**src/rtl/ivt_pkg.sv**
```systemverilog
package ivt_pkg;

    // Result classes.
    localparam logic [1:0] VERDICT_FOREIGN   = 2'd0;
    localparam logic [1:0] VERDICT_MALFORMED = 2'd1;
    localparam logic [1:0] VERDICT_VALID     = 2'd2;

    // Saturation limits and length bounds.
    localparam logic [4:0] CHAR_CAP    = 5'd31;
    localparam logic [2:0] DOT_CAP     = 3'd7;
    localparam logic [1:0] DIGIT_CAP   = 2'd3;
    localparam logic [8:0] OCTET_CAP   = 9'd256;
    localparam logic [8:0] OCTET_MAX   = 9'd255;
    localparam logic [4:0] LEN_MIN     = 5'd7;
    localparam logic [4:0] LEN_MAX     = 5'd15;
    localparam logic [2:0] DOTS_NEEDED = 3'd3;

    // ASCII codes used by the scanner.
    localparam logic [7:0] CHAR_ZERO = 8'h30;
    localparam logic [7:0] CHAR_NINE = 8'h39;
    localparam logic [7:0] CHAR_DOT  = 8'h2E;

    // One character transfer.
    typedef struct packed {
        logic [7:0] character;
        logic       last;
    } t_in;

    // One result transfer.
    typedef struct packed {
        logic [1:0]  verdict;
        logic [31:0] address;
        logic        special;
    } t_out;

    // Running scan state.
    typedef struct packed {
        logic [4:0]  char_count;
        logic [2:0]  dots_seen;
        logic        seen_digit;
        logic        seen_dot;
        logic        foreign_char;
        logic        previous_was_dot;
        logic        structure_error;
        logic [8:0]  octet_value;
        logic [1:0]  octet_digit_count;
        logic        octet_leading_zero;
        logic [23:0] prior_octets;
    } t_scan;

    // Loopback, private, multicast and link-local ranges.
    function automatic logic special_range(input logic [31:0] a);
        logic hit;
        hit = 1'b0;
        if ((a & 32'hFF000000) == 32'h7F000000) hit = 1'b1;
        if ((a & 32'hFF000000) == 32'h0A000000) hit = 1'b1;
        if ((a & 32'hFFF00000) == 32'hAC100000) hit = 1'b1;
        if ((a & 32'hFFFF0000) == 32'hC0A80000) hit = 1'b1;
        if ((a & 32'hF0000000) == 32'hE0000000) hit = 1'b1;
        if ((a & 32'hFFFF0000) == 32'hA9FE0000) hit = 1'b1;
        return hit;
    endfunction

endpackage

```
**src/rtl/ivt_scan.sv**
```systemverilog
module ivt_scan (
    input  logic          i_clk,
    input  logic          i_rst_n,
    input  logic          i_accept,
    input  ivt_pkg::t_in  i_in,
    output ivt_pkg::t_out o_result
);

    ivt_pkg::t_scan r_scan;
    ivt_pkg::t_scan n_scan;

    logic        is_digit;
    logic        is_dot;
    logic [3:0]  digit;
    logic [11:0] octet_next;
    logic        final_error;
    logic [31:0] address;

    // Classify the character.
    assign is_digit = (i_in.character >= ivt_pkg::CHAR_ZERO) &&
                      (i_in.character <= ivt_pkg::CHAR_NINE);
    assign is_dot   = (i_in.character == ivt_pkg::CHAR_DOT);
    assign digit    = i_in.character[3:0];

    // Octet accumulator before saturation.
    assign octet_next = 12'(r_scan.octet_value) * 12'd10 + {8'd0, digit};

    // Next scan state after this character.
    always_comb begin
        n_scan = r_scan;
        if (is_digit) begin
            n_scan.seen_digit = 1'b1;
            if (r_scan.octet_digit_count == 2'd0) begin
                n_scan.octet_leading_zero = (digit == 4'd0);
            end else if (r_scan.octet_leading_zero) begin
                n_scan.structure_error = 1'b1;
            end
            if (r_scan.octet_value < ivt_pkg::OCTET_CAP) begin
                n_scan.octet_value = (octet_next > 12'(ivt_pkg::OCTET_CAP)) ?
                                     ivt_pkg::OCTET_CAP : octet_next[8:0];
            end
            if (r_scan.octet_digit_count < ivt_pkg::DIGIT_CAP) begin
                n_scan.octet_digit_count = r_scan.octet_digit_count + 2'd1;
            end
            n_scan.previous_was_dot = 1'b0;
        end else if (is_dot) begin
            n_scan.seen_dot = 1'b1;
            if ((r_scan.char_count == 5'd0) || r_scan.previous_was_dot ||
                (r_scan.octet_value > ivt_pkg::OCTET_MAX)) begin
                n_scan.structure_error = 1'b1;
            end
            n_scan.prior_octets       = {r_scan.prior_octets[15:0], r_scan.octet_value[7:0]};
            n_scan.octet_value        = 9'd0;
            n_scan.octet_digit_count  = 2'd0;
            n_scan.octet_leading_zero = 1'b0;
            if (r_scan.dots_seen < ivt_pkg::DOT_CAP) begin
                n_scan.dots_seen = r_scan.dots_seen + 3'd1;
            end
            n_scan.previous_was_dot = 1'b1;
        end else begin
            n_scan.foreign_char     = 1'b1;
            n_scan.previous_was_dot = 1'b0;
        end
        if (r_scan.char_count < ivt_pkg::CHAR_CAP) begin
            n_scan.char_count = r_scan.char_count + 5'd1;
        end
    end

    // Final checks on the last character: earlier structure errors, a trailing dot or a final octet above 255.
    assign final_error = n_scan.structure_error | is_dot |
                         (n_scan.octet_value > ivt_pkg::OCTET_MAX);
    assign address     = {n_scan.prior_octets, n_scan.octet_value[7:0]};

    // Classification of the whole string.
    always_comb begin
        o_result = '0;
        if (n_scan.foreign_char || !n_scan.seen_digit || !n_scan.seen_dot) begin
            o_result.verdict = ivt_pkg::VERDICT_FOREIGN;
        end else if ((n_scan.char_count < ivt_pkg::LEN_MIN) ||
                     (n_scan.char_count > ivt_pkg::LEN_MAX) ||
                     (n_scan.dots_seen != ivt_pkg::DOTS_NEEDED) || final_error) begin
            o_result.verdict = ivt_pkg::VERDICT_MALFORMED;
        end else begin
            o_result.verdict = ivt_pkg::VERDICT_VALID;
            o_result.address = address;
            o_result.special = ivt_pkg::special_range(address);
        end
    end

    // Scan state register; the last character returns it to the start.
    always_ff @(posedge i_clk) begin
        if (!i_rst_n) begin
            r_scan <= '0;
        end else if (i_accept) begin
            if (i_in.last) begin
                r_scan <= '0;
            end else begin
                r_scan <= n_scan;
            end
        end
    end

endmodule

```
**src/rtl/ipv4_text_validator.sv**
```systemverilog
// o_out_valid rises in the cycle after the transfer of the last character.
// Throughput: one character per cycle; a result is loaded while the previous
// one is being taken, so strings may follow each other without gaps.
// Only a last character waits while an untaken result is stalled.
// Synchronous active-low reset clears the scan state and the result valid flag.
module ipv4_text_validator (
    input  logic          i_clk,
    input  logic          i_rst_n,
    input  logic          i_in_valid,
    output logic          o_in_stall,
    input  ivt_pkg::t_in  i_in,
    output logic          o_out_valid,
    input  logic          i_out_stall,
    output ivt_pkg::t_out o_out
);

    logic          in_accept;
    logic          out_accept;
    ivt_pkg::t_out result;
    logic          r_out_valid;
    ivt_pkg::t_out r_out;

    // A last character needs room in the result register.
    assign o_in_stall = r_out_valid & i_out_stall & i_in.last;
    assign in_accept  = i_in_valid & ~o_in_stall;
    assign out_accept = r_out_valid & ~i_out_stall;

    ivt_scan u_scan (
        .i_clk    (i_clk),
        .i_rst_n  (i_rst_n),
        .i_accept (in_accept),
        .i_in     (i_in),
        .o_result (result)
    );

    // Result register.
    always_ff @(posedge i_clk) begin
        if (!i_rst_n) begin
            r_out_valid <= 1'b0;
        end else if (in_accept && i_in.last) begin
            r_out_valid <= 1'b1;
        end else if (out_accept) begin
            r_out_valid <= 1'b0;
        end
    end

    always_ff @(posedge i_clk) begin
        if (in_accept && i_in.last) begin
            r_out <= result;
        end
    end

    assign o_out_valid = r_out_valid;
    assign o_out       = r_out;

`ifndef SYNTHESIS
    // Every accepted last character produces a result in the next cycle.
    a_result_follows: assert property (@(posedge i_clk) disable iff (!i_rst_n)
        (in_accept && i_in.last) |=> o_out_valid)
        else $error("result missing after last character");

    // The verdict is always one of the defined classes.
    a_verdict_code: assert property (@(posedge i_clk) disable iff (!i_rst_n)
        o_out_valid |-> ((o_out.verdict == ivt_pkg::VERDICT_FOREIGN) ||
                         (o_out.verdict == ivt_pkg::VERDICT_MALFORMED) ||
                         (o_out.verdict == ivt_pkg::VERDICT_VALID)))
        else $error("unused verdict code");

    // Address and special flag are zero unless the text is valid.
    a_zero_unless_valid: assert property (@(posedge i_clk) disable iff (!i_rst_n)
        (o_out_valid && (o_out.verdict != ivt_pkg::VERDICT_VALID)) |->
        ((o_out.address == 32'd0) && !o_out.special))
        else $error("address given for invalid text");

    // A held result is never overwritten.
    a_no_overwrite: assert property (@(posedge i_clk) disable iff (!i_rst_n)
        (o_out_valid && i_out_stall) |-> !(in_accept && i_in.last))
        else $error("stalled result overwritten");
`endif

endmodule

```
**config.mk**
```make
export PLATFORM = sky130hd
export DESIGN_NAME = ipv4_text_validator
export DESIGN_NICKNAME = d
export VERILOG_FILES = /design/src/rtl/ivt_pkg.sv /design/src/rtl/ivt_scan.sv /design/src/rtl/ipv4_text_validator.sv
export SDC_FILE = /design/constraint.sdc
export NUM_CORES = 1
export LEC_CHECK = 0
export BUFFER_PORTS_ARGS = -buffer_cell sky130_fd_sc_hd__buf_2
export CORE_MARGIN = 5
export CORE_UTILIZATION = 33
export DETAILED_ROUTE_END_ITERATION = 16
export GPL_TIMING_DRIVEN = 0
export PLACE_DENSITY = 0.6
export SLEW_MARGIN = 40
export SYNTH_ARGS = -nofsm -noshare
export SYNTH_HDL_FRONTEND = slang
export SYNTH_SLANG_ARGS = --single-unit
```
**constraint.sdc**
```tcl
create_clock -name i_clk -period 6.9 [get_ports i_clk]
set_input_delay 0.69 -clock i_clk [delete_from_list [all_inputs] [get_ports i_clk]]
set_output_delay 0.69 -clock i_clk [all_outputs]
set_load 0.01 [all_outputs]
```
==> results of run 1 <==
## state kept, by name, indices dropped and copies added, names as in the netlist
signal	cells
o_out_valid	1
u_scan.r_scan	49
o_out	35
## cells by family (layout without fill, tap and decap cells)
kind of cell,count (synthesis),after routing,synth area share [%]
AND/OR/NAND/NOR,213,213,21.1
flip-flops,85,85,39.5
multiplexers,6,6,1.16
buffers and inverters,57,121,4.79
AO/OA/AOI/OAI,155,155,25.7
XOR/XNOR,10,10,1.69
adder cells (fa/ha/maj),24,24,6.07
## report_power, final
group	leakage, nW	internal (mW)	switching (mW)
Clock	0.141	0.290	0.188
Sequential	0.717	0.532	0.00296
Combinational	1.07	0.0191	0.0386
## worst max-delay path, delay by kind of cell, from the launching register on
| family | cells | cell delay, ps |
|---|---|---|
| xor+xnor | 1 | 220 |
| simple gates | 1 | 190 |
| flops | 1 | 510 |
| buf+inv | 1 | 90 |
| compound gates | 4 | 1770 |
| fa+ha+maj | 3 | 1000 |
## per-layer routing
metal	GRT usage, %	share of wire, %
met4	5.10	1.9
met2	24.4	46
met5	0	0.051
met1	20.8	48
met3	2.67	4.5
## cell type report
cell class | count | area (µm²)
inverter | 20 | 75.1
buffer | 37 | 174
fill | 1571 | 9320
tap | 211 | 264
timing repair buffer | 48 | 240
clock buffer | 14 | 254
multi-input combinational | 408 | 2900
clock inverter | 2 | 35.0
sequential | 85 | 2050
## through the flow
step / area, µm² / util (%) / hold WS [ps]
2_1_floorplan: 5190 / - / 432
3_5_place_dp: 5700 / 37.2 / 477
3_3_place_gp: 5700 / 37.2 / 455
5_1_grt: 5990 / 39.1 / 506
6_report: 5990 / 39.1 / 490
4_1_cts: 5990 / 39.1 / 491
## cells in the final DEF, fill, tap and decap left out, drive strengths merged, types with 6 or more instances in the layout
| cell | n |
|---|---|
| a211oi | 7 |
| a21boi | 6 |
| a21oi | 22 |
| a221oi | 30 |
| a22oi | 27 |
| a31oi | 6 |
| and3 | 8 |
| buf | 57 |
| clkbuf | 42 |
| dfxtp | 50 |
| edfxtp | 35 |
| ha | 22 |
| inv | 20 |
| mux2i | 6 |
| nand2 | 80 |
| nand3 | 13 |
| nand4 | 7 |
| nor2 | 26 |
| nor2b | 35 |
| nor3 | 10 |
| nor4 | 6 |
| o2111ai | 10 |
| o21ai | 24 |
## worst paths after layout
kind / startpoint / to / slack, ps / cells past startpoint
setup / recovery: u_scan.r_scan[30] / o_out[1] / 2890 / 10
hold / removal: u_scan.r_scan[38] / u_scan.r_scan[38] / 490 / 2
setup reg to reg: u_scan.r_scan[30] / o_out[1] / 2890 / 10
hold reg to reg: u_scan.r_scan[38] / u_scan.r_scan[38] / 490 / 2
==> run_results.csv, run 1 <==
group,metric,value,unit
setup_path,crit_path_max_incr_delay,760,ps
setup_path,timing.critical_path.cells,"ha_1 > ha_1 > inv_1 > fa_1 > nand2b_1 > a211o_1 > xor2_1 > o41ai_2 > o2111ai_1 > a221oi_1",
logic_synthesis,mappedNetlistArea,5190,µm²
floorplanning,die-height,135,µm
routing,post_drt_via_cell_ratio,5.42,
layout,area_growth_syn_to_layout,15.4,%
setup_path,setup.worst_path.end_class,"flip-flop",
routing,ant_nets,0,
setup_path,critical_path_class,"reg2reg",
floorplanning,pin_count,50,
pwr,overall_power,1.07,mW
routing,route.detailed.wl_per_inst,16.7,µm
routing,drc,0,
logic_synthesis,synthesis.nets,587,
setup_path,worst_ep_required_time,7000,ps
routing,first_iter_violations,491,
clock_tree,cts-root-buf,"sky130_fd_sc_hd__clkbuf_16",
global_routing,antenna_found_initial,1,
placement,hpwl,10.3,mm
sta,tightest_slew,735,ps
clock_tree,cts_max_level,3,
logic_synthesis,syn_area_per_cell,9.44,µm²
sta,slew_headroom,50.5,%
logic_synthesis,synthesis.yosys.warnings,0,
logic_synthesis,ys_ff_latch,85,
global_routing,globalRoute.totalOverflow,0,
clock_tree,cts.path.max_buffers,2,
run_status,status,"finished clean",
floorplanning,die_x,135,µm
clock_tree,cts_made_buffers,9,
sta,tns,0,ps
layout,design.final.nets,646,
logic_synthesis,ys.flop_type,"sky130_fd_sc_hd__dfxtp_1",
global_routing,grt_util_all_layers,15.3,%
logic_synthesis,netlist_top_cells_area,"sky130_fd_sc_hd__edfxtp_1 20%, sky130_fd_sc_hd__dfxtp_1 19%, sky130_fd_sc_hd__a221oi_2 7.5%, sky130_fd_sc_hd__nand2_1 5.8%, sky130_fd_sc_hd__ha_1 5.3%",
logic_synthesis,synth_cells,550,
sta,timing_max_transition_violations_final,0,
layout,finalNonFillerCells,825,
logic_synthesis,netlist.area_leader.share,20.2,%
clock_tree,clock-sinks,85,
clock_tree,clock_pin_slew_worst_setup_and_hold_paths,60,ps
global_routing,grt_first_pass_wirelength,22.5,mm
logic_synthesis,synth_sequential_area_ratio,39.5,%
pwr,powerDensity,179,nW/µm²
sta,final.min_clock_period,4010,ps
logic_synthesis,synthDistinctLibCells,65,
floorplanning,design.die.area,18300,µm²
routing,total_vias_in_the_final_route,4470,
layout,n_antenna_cell,0,
placement,placed_cells,809,
setup_path,cp_max_fo,8,
logic_synthesis,synthMostInstantiatedCell,"sky130_fd_sc_hd__nand2_1",
logic_synthesis,synthTopCellsByCount,"80 x sky130_fd_sc_hd__nand2_1, 50 x sky130_fd_sc_hd__dfxtp_1, 35 x sky130_fd_sc_hd__edfxtp_1, 35 x sky130_fd_sc_hd__nor2b_1, 28 x sky130_fd_sc_hd__clkbuf_1",
placement,port-buffer-count,48,
pwr,power.ir.vdd_worst,0.0916,mV
sta,postLayoutSetupSlackWorst,2890,ps
hold_path,min-delay-path-class,"reg2reg",
logic_synthesis,postSynth.asyncResetShare,0,%
setup_path,worst_ep_arrival_time,4110,ps
setup_path,slowest_stage,"sky130_fd_sc_hd__o41ai_2",
sta,rsz0062_at_grt,"no",
setup_path,start_kind,"flip-flop",
routing,drt-pass1-iter-count,6,
sta,timing.clock.skew,4.24,ps
sta,setup-violations-final,0,
sta,fmaxAchievable,0.249,GHz
clock_tree,hold_buffers,0,
clock_tree,tritoncts_clock_tree,"yes",
sta,fin_crit_share,58.1,%
sta,final_hold_viol_count,0,
pwr,p_leak,1.93,nW
clock_tree,worst_skew_pair.late_latency,340,ps
global_routing,number_of_global_route_vias_before_repair,4323,
placement,globalplace.congestion,0.863,
logic_synthesis,synth-edff-count,35,
global_routing,pin_count_of_the_biggest_net_entering_global_routing,36,
clock_tree,post_cts_resized,0,
floorplanning,initial_utilization,33.9,%
floorplanning,core_area,15300,µm²
flow_run,maxCapViolCount,0,
routing,final_routed_wirelength_across_all_metal_layers,13.8,mm
setup_path,cpMostUsedCell,"sky130_fd_sc_hd__ha_1",
placement,pre_cts_slack,2920,ps
logic_synthesis,synthDominantAreaCellType,"sky130_fd_sc_hd__edfxtp_1",
floorplanning,num_rows,45,
layout,drive_gt1_share,17.4,%
clock_tree,cts.repair_timing.setup_buffer_count,0,
Power figures use the tool's default switching activity.
==> inputs of run 2 (changes only) <==
==> constraint.sdc (replaced) <==
create_clock -name i_clk -period 4 [get_ports i_clk]
set_input_delay 0.4 -clock i_clk [delete_from_list [all_inputs] [get_ports i_clk]]
set_output_delay 0.4 -clock i_clk [all_outputs]
set_load 0.01 [all_outputs]
==> run_results.csv, run 2 (synthesized netlist as in run 1, its figures left out) <==
group,metric,value,unit
run_status,status,"finished clean",
routing,post_drt_via_cell_ratio,5.43,
layout,area_growth_syn_to_layout,15.8,%
layout,max_ffs_per_register,49,
clock_tree,worst_skew_pair.late_latency,340,ps
clock_tree,cts.path.max_buffers,2,
routing,ant_nets,0,
clock_tree,clock-sinks,85,
floorplanning,core_area,15300,µm²
sta,timing.clock.skew,5.25,ps
sta,fin_crit_share,95.6,%
sta,final.min_clock_period,3830,ps
layout,layout.cells.most_common_list,"80 x sky130_fd_sc_hd__nand2_1, 49 x sky130_fd_sc_hd__buf_2, 49 x sky130_fd_sc_hd__dfxtp_1, 35 x sky130_fd_sc_hd__nor2b_1, 35 x sky130_fd_sc_hd__edfxtp_1",
floorplanning,pin_count,50,
clock_tree,clock_pin_slew_worst_setup_and_hold_paths,60,ps
global_routing,number_of_global_route_vias_before_repair,4323,
pwr,power.ir.vdd_worst,0.158,mV
hold_path,hold-path-cell-count,3,
routing,drc,0,
hold_path,min-delay-path-class,"in2reg",
setup_path,start_kind,"flip-flop",
setup_path,reg2regPathDepth,10,
layout,n_antenna_cell,0,
hold_path,hold_end,"o_out_valid",
setup_path,r2r-start,"u_scan.r_scan[30]",
clock_tree,cts.repair_timing.setup_buffer_count,0,
setup_path,worst-r2r-setup-slack,170,ps
placement,pre_cts_slack,35.5,ps
routing,first_iter_violations,462,
flow_run,maxCapViolCount,0,
floorplanning,die-height,135,µm
global_routing,pin_count_of_the_biggest_net_entering_global_routing,36,
setup_path,setup.worst_path.end_class,"flip-flop",
floorplanning,die_x,135,µm
routing,final_routed_wirelength_across_all_metal_layers,13.8,mm
clock_tree,cts_max_level,3,
sta,slew_headroom,51.4,%
sta,postLayoutSetupSlackWorst,175,ps
pwr,powerDensity,307,nW/µm²
placement,hpwl,10.3,mm
setup_path,critical_path_class,"reg2reg",
global_routing,antenna_found_initial,1,
routing,total_vias_in_the_final_route,4479,
global_routing,grt_first_pass_wirelength,22.5,mm
global_routing,globalRoute.totalOverflow,0,
routing,route.detailed.wl_per_inst,16.7,µm
layout,mostFrequentLayoutCell,"sky130_fd_sc_hd__nand2_1",
layout,drive_gt1_share,17.8,%
layout,largest-register,"u_scan.r_scan",
setup_path,cp_max_fo,8,
sta,fmaxAchievable,0.261,GHz
routing,drt-pass1-iter-count,7,
pwr,p_leak,1.93,nW
clock_tree,cts-root-buf,"sky130_fd_sc_hd__clkbuf_16",
sta,rsz0062_at_grt,"no",
hold_path,worst_hold_startpoint,"i_out_stall",
sta,tightest_slew,728,ps
sta,final_hold_viol_count,0,
sta,timing_max_transition_violations_final,0,
clock_tree,tritoncts_clock_tree,"yes",
layout,fillCellCount,1571,
setup_path,worst_ep_arrival_time,3930,ps
floorplanning,num_rows,45,
clock_tree,hold_buffers,0,
setup_path,critical_path.reg2reg.endpoint,"o_out[1]",
sta,setup-violations-final,0,
placement,globalplace.congestion,0.863,
floorplanning,initial_utilization,33.9,%
global_routing,grt_util_all_layers,15.3,%
setup_path,worst_ep_required_time,4100,ps
floorplanning,design.die.area,18300,µm²
placement,port-buffer-count,48,
clock_tree,cts_made_buffers,9,
sta,tns,0,ps
sta,finalHoldWorstSlack,342,ps
layout,design.final.nets,646,
run 2: worst max path at each step:
stage / slack [ps] / end / startpoint
floorplan: 600 / o_out[12] / u_scan.r_scan[28]
finish: 170 / o_out[1] / u_scan.r_scan[30]
detailed placement: 40 / o_out[1] / u_scan.r_scan[28]
global placement: 140 / o_out[1] / u_scan.r_scan[30]
global route: 10 / o_out[23] / u_scan.r_scan[30]
CTS: 30 / o_out[1] / u_scan.r_scan[28]
run 2: metal layers:
metal	vias up	wire [µm]	track usage [%]
met2	106	6360	24.4
met1	2170	6610	20.8
met3	23	547	2.67
li1	2178	-	-
met5	-	7	0
met4	2	252	5.10
run 2: power by group:
part	total, mW	leakage [nW]	switching, mW	internal, mW
Sequential	0.923	0.718	0.00507	0.918
Clock	0.823	0.141	0.322	0.501
Combinational	0.0995	1.08	0.0666	0.0329
Total	1.85	1.93	0.393	1.45
run 2: worst max-delay path: stages (launching register included):
cell and delay [ps]:
sky130_fd_sc_hd__dfxtp_1 500, sky130_fd_sc_hd__ha_1 300, sky130_fd_sc_hd__ha_1 260, sky130_fd_sc_hd__inv_1 90, sky130_fd_sc_hd__fa_1 440, sky130_fd_sc_hd__nand2b_1 190, sky130_fd_sc_hd__a211o_1 310, sky130_fd_sc_hd__xor2_1 240
sky130_fd_sc_hd__o41ai_4 600, sky130_fd_sc_hd__o2111ai_1 230, sky130_fd_sc_hd__a221oi_1 440
run 2: repair_timing:
| item | CTS | global route |
|---|---|---|
| endpoints found under the setup margin | 0 | 32 |
| hold endpoints to repair | 0 | 0 |
| gates resized for setup | 0 | 3 |
run 2: cell type report:
type	instances	area, µm²	share of cell area, %
clock inverters	2	35.0	0.583
flip-flops and latches	85	2050	34.2
plain buffers	37	174	2.89
multi-input cells	408	2920	48.5
repair buffers	48	240	4.00
well taps	211	264	4.39
inverters	20	75.1	1.25
clock buffers	14	254	4.22
run 2: stage by stage:
stage | area, µm² | utilization, % | total power, mW | instances
after global routing | 6010 | 39.3 | 1.91 | 825
after CTS | 5990 | 39.1 | 1.86 | 825
after global placement | 5700 | 37.2 | 1.04 | 809
final | 6010 | 39.3 | 1.85 | 825
after detailed placement | 5700 | 37.2 | 1.04 | 809
after floorplan | 5190 | - | 1.00 | 550
